**src/sv/tlc_pkg.sv**
```systemverilog
package tlc_pkg;

   localparam int L1_SETS_LOG2 = 8;
   localparam int L1_MAX_SETS = 1 << L1_SETS_LOG2;
   localparam int L1_MAX_WAYS = 4;
   localparam int L1_WAY_BITS = 2;
   localparam int L2_SETS_LOG2 = 10;
   localparam int L2_MAX_SETS = 1 << L2_SETS_LOG2;
   localparam int L2_MAX_WAYS = 8;
   localparam int L2_WAY_BITS = 3;
   localparam int TAG_BITS = 32;
   localparam int CLR_BITS = L2_SETS_LOG2 + 1;

   localparam logic [2:0] CSR_L1_OFFSET = 3'd0;
   localparam logic [2:0] CSR_L1_INDEX = 3'd1;
   localparam logic [2:0] CSR_L1_WAYS = 3'd2;
   localparam logic [2:0] CSR_L2_OFFSET = 3'd3;
   localparam logic [2:0] CSR_L2_INDEX = 3'd4;
   localparam logic [2:0] CSR_L2_WAYS = 3'd5;

   typedef enum logic [2:0] {
      RES_NONE = 3'd0,
      RES_RD_HIT = 3'd1,
      RES_RD_MISS = 3'd2,
      RES_WR_HIT = 3'd3,
      RES_WR_MISS = 3'd4
   } res_type;

   typedef enum logic [3:0] {
      ST_CLEAR,
      ST_IDLE,
      ST_L1_RD,
      ST_L1_CMP,
      ST_L2_RD,
      ST_L2_CMP,
      ST_WB_RD,
      ST_WB_CMP,
      ST_L1_FILL,
      ST_FINISH
   } state_type;

   typedef struct packed {
      logic [L1_WAY_BITS-1:0] ptr;
      logic [L1_MAX_WAYS-1:0] valid;
      logic [L1_MAX_WAYS-1:0] dirty;
      logic [L1_MAX_WAYS-1:0][TAG_BITS-1:0] tags;
   } l1_row_type;

   typedef struct packed {
      logic [L2_WAY_BITS-1:0] ptr;
      logic [L2_MAX_WAYS-1:0] valid;
      logic [L2_MAX_WAYS-1:0] dirty;
      logic [L2_MAX_WAYS-1:0][TAG_BITS-1:0] tags;
   } l2_row_type;

   typedef struct packed {
      logic clear;
      logic load_req;
      logic l1_read;
      logic l1_eval;
      logic l2_read;
      logic wb_sel;
      logic l2_eval;
      logic wb_eval;
      logic l1_fill;
      logic rsp_load;
   } cmd_type;

   typedef struct packed {
      logic clear_done;
      logic is_write;
      logic l1_hit;
      logic victim_dirty;
      logic rsp_free;
   } status_type;

   function automatic logic [31:0] index_field(input logic [31:0] addr,
                                               input logic [3:0] off,
                                               input logic [3:0] idx);
      index_field = (addr >> off) & ((32'd1 << idx) - 32'd1);
   endfunction

   function automatic logic [31:0] tag_field(input logic [31:0] addr,
                                             input logic [3:0] off,
                                             input logic [3:0] idx);
      tag_field = addr >> ({1'b0, off} + {1'b0, idx});
   endfunction

endpackage

```
**src/sv/tlc_ctrl.sv**
```systemverilog
module tlc_ctrl
   import tlc_pkg::*;
(
   input  logic       clock,
   input  logic       reset,
   input  logic       req_valid,
   output logic       req_ready,
   input  status_type status,
   output cmd_type    cmd
);

   state_type state_ff, state_in;

   always_ff @(posedge clock) begin
      if (reset) begin
         state_ff <= ST_CLEAR;
      end else begin
         state_ff <= state_in;
      end
   end

   always_comb begin
      state_in = state_ff;
      unique case (state_ff)
         ST_CLEAR: if (status.clear_done) state_in = ST_IDLE;
         ST_IDLE: if (req_valid) state_in = ST_L1_RD;
         ST_L1_RD: state_in = ST_L1_CMP;
         ST_L1_CMP: state_in = status.l1_hit ? ST_FINISH : ST_L2_RD;
         ST_L2_RD: state_in = ST_L2_CMP;
         ST_L2_CMP: begin
            priority if (status.is_write) state_in = ST_FINISH;
            else if (status.victim_dirty) state_in = ST_WB_RD;
            else state_in = ST_L1_FILL;
         end
         ST_WB_RD: state_in = ST_WB_CMP;
         ST_WB_CMP: state_in = ST_L1_FILL;
         ST_L1_FILL: state_in = ST_FINISH;
         ST_FINISH: if (status.rsp_free) state_in = ST_IDLE;
         default: state_in = ST_CLEAR;
      endcase
   end

   always_comb begin
      cmd = '0;
      req_ready = 1'b0;
      unique case (state_ff)
         ST_CLEAR: cmd.clear = !status.clear_done;
         ST_IDLE: begin
            req_ready = 1'b1;
            cmd.load_req = req_valid;
         end
         ST_L1_RD: cmd.l1_read = 1'b1;
         ST_L1_CMP: cmd.l1_eval = 1'b1;
         ST_L2_RD: cmd.l2_read = 1'b1;
         ST_L2_CMP: cmd.l2_eval = 1'b1;
         ST_WB_RD: begin
            cmd.l2_read = 1'b1;
            cmd.wb_sel = 1'b1;
         end
         ST_WB_CMP: cmd.wb_eval = 1'b1;
         ST_L1_FILL: cmd.l1_fill = 1'b1;
         ST_FINISH: cmd.rsp_load = status.rsp_free;
         default: ;
      endcase
   end

   a_accept_starts: assert property (@(posedge clock) disable iff (reset)
      req_valid && req_ready |=> state_ff == ST_L1_RD)
      else $error("Accepted request did not start an L1 lookup.");

   a_wb_only_dirty: assert property (@(posedge clock) disable iff (reset)
      state_ff == ST_WB_RD |-> $past(status.victim_dirty) && !$past(status.is_write))
      else $error("Write-back lookup without a dirty victim.");

endmodule

```
**config.mk**
```make
export PLATFORM = sky130hd
export DESIGN_NAME = tlc_ctrl
export DESIGN_NICKNAME = d
export VERILOG_FILES = /design/src/sv/tlc_pkg.sv /design/src/sv/tlc_ctrl.sv
export SDC_FILE = /design/constraint.sdc
export NUM_CORES = 1
export LEC_CHECK = 0
export BUFFER_PORTS_ARGS = -buffer_cell sky130_fd_sc_hd__buf_2
export CORE_AREA = 2 2 39 41
export CTS_CLUSTER_DIAMETER = 80
export DETAILED_ROUTE_END_ITERATION = 10
export DIE_AREA = 0 0 41 43
export HOLD_SLACK_MARGIN = 0.05
export PLACE_DENSITY = 0.55
export REMOVE_ABC_BUFFERS = 1
export SLEW_MARGIN = 20
export SYNTH_ARGS = -nofsm -noshare
export SYNTH_HDL_FRONTEND = slang
export SYNTH_SLANG_ARGS = --single-unit
```
**constraint.sdc**
```tcl
create_clock -name clock -period 1.1 [get_ports clock]
set_clock_uncertainty 0.2 [all_clocks]
set_input_delay 0.22 -clock clock [delete_from_list [all_inputs] [get_ports clock]]
set_output_delay 0.22 -clock clock [all_outputs]
set_load 0.03 [all_outputs]
```
==> qor.yml <==
numCtsBuffers: 3
synth_cells: 50
hold_viol_final: 0
first_pass_iters: 4
path_max_fanout: 7
critPathKind: "flip-flop to output port"
critPathRequiredTime_ns: 0.68
cts-root-buf: "clkbuf_4"
synth.most_common_cell: "nor2_1"
diodes: 0
synth_top_cells_by_count: "nor2_1 (7), nand2_1 (5), a21oi_1 (4), dfxtp_1 (4)"
largest_register: "state_ff"
cts_max_path_buffers: 2
grt_max_degree: 8
setup_viol_count_final: 15
slew_violations: 0
area_growth_pct: 147
core_area_um2: 1380
violations: "negative setup slack"
multi_input_area_um2: 350
final_util: 0.700
seq_area_frac_synth: 0.204
pin_count: 19
drive_gt1_frac: 0.773
drtIter0Drc: 12
die_y_um: 43
largest_register_ffs: 4
drcViolationCount: 0
syn_area_um2: 392
n_fill_cell: 95
outcome: "complete, but fails checks"
synth_flop_cell: "dfxtp_1"
arrival_ns: 1.21
synth.distinct_cells: 26
cts_tree: "done"
period_share: 1.48
period_minus_slack_ns: 1.63
grt_remaining_overflow: 0
final-seq-area_um2: 92.6
vias: 572
cts.sinks: 4
async_flop_share: 0
synth-edff-count: 0
critPathLaunchType: "flip-flop"
grt_pass1_vias: 528
h-tree-depth: 1
fp.dieW_um: 41
clock.fmax_ghz: 0.615
grt_pass1_wl_mm: 2.26
antenna_found_initial: 0
rsz0062_at_grt: "yes"
p_per_area_nw_per_um2: 1410
clock_latency_ns: 0.25
cp-end-kind: "output port"
hpwlAfterDp_um: 825
die-area_um2: 1760
wl_per_cell_um: 15.5
power_leakage_uw: 0.000414
cts.clk_slew.worst_paths_ns: 0.04
synthTopCellsByArea: "dfxtp_1 (20%), nand2b_4 (7.0%), nor2_1 (6.7%)"
synth_top_cell_area_share: 0.204
yosysWarnings: 0
yosysTopAreaCell: "dfxtp_1"
track_usage: 0.192
gp_congestion: 0.778
initial_core_util: 0.283
syn_avg_cell_area_um2: 7.83
power_uw: 1370
detail_route.wirelength_mm: 1.75
cap_viol_max_count: 0
largestRegisters: "state_ff (4)"
slew_headroom: 0.858
worst_slack_ns: -0.527
ir_worst_vdd_mv: 0.915
rows: 14
final_nets: 107
synth-seq-cells: 4
port_buffers: 18
hp-class: "primary input to flip-flop"
tightest_slew_ns: 0.213
ant_nets: 0
vias_per_cell: 5.06
-- layer usage --
| metal | share of wire | vias up | track usage |
|---|---|---|---|
| li1 | - | 273 | - |
| met1 | 0.37 | 268 | 0.193 |
| met2 | 0.55 | 27 | 0.322 |
| met3 | 0.059 | 4 | 0.0785 |
| met4 | 0.017 | 0 | 0.0867 |
| met5 | 0 | - | 0 |
-- worst max-delay path, stage by stage, from the launching register on --
cell     delay, ns
dfxtp_4       0.37
nor2_4        0.15
nor4b_4       0.23
buf_4         0.20
-- per-stage QoR --
stage / worst slack [ns] / setup TNS [ns] / instance area, µm² / hold slack, ns / instances
after global routing: -0.569 / -6.81 / 968 / 0.118 / 113
after CTS: -0.500 / -5.75 / 808 / 0.0557 / 106
after floorplan: -1.06 / -7.02 / 354 / 0.0891 / 46
after global placement: -0.332 / -3.97 / 554 / 0.262 / 92
after detailed placement: -0.370 / -4.36 / 554 / 0.258 / 92
final: -0.527 / -6.08 / 968 / 0.102 / 113
-- logic make-up after synthesis --
group                  count (synthesis)  share of synthesized area
AOI/OAI and AO/OA                     12                      0.205
and+or+nand+nor                       26                      0.441
buffers and inverters                  7                      0.125
muxes                                  1                     0.0256
DFF                                    4                      0.204
-- placed cells by master (no fill, tap or decap), types with 3 or more instances in the layout --
| cell | n |
|---|---|
| nor2_4 | 4 |
| nand2_1 | 4 |
| buf_2 | 7 |
| nor2_1 | 4 |
| clkbuf_4 | 3 |
| buf_6 | 19 |
| dfxtp_4 | 3 |
| buf_4 | 17 |
| a21oi_2 | 3 |
-- layout make-up --
class	count	share of cell area
sequential	4	0.0956
timing repair buffer	48	0.472
clock buffer	3	0.0233
tap	16	0.0207
multi-input combinational	39	0.362
inverter	3	0.0271
-- repair_timing --
item                                    in CTS  in global routing
cloned                                       0                  0
setup buffers                               11                 10
endpoints found under the hold margin        4                  0
pin swaps                                   14                 10
hold buffers                                 1                  0
endpoints found under the setup margin      15                 15
gates resized for setup                     45                 27
-- path summary, 6_finish.rpt --
path         cells past startpoint     endpoint        start  slack (ns)
max                              3       cmd[9]  state_ff[1]       -0.53
min                              4  state_ff[0]        reset        0.10
max reg2reg                      7  state_ff[0]  state_ff[1]       -0.46
min reg2reg                      3  state_ff[0]  state_ff[0]        0.50
-- power breakdown --
part	switching, µW	internal [µW]
sequential	44.8	178
combinational	449	500
clock	73.5	123
Note: power is estimated with default switching activity, not from simulation.
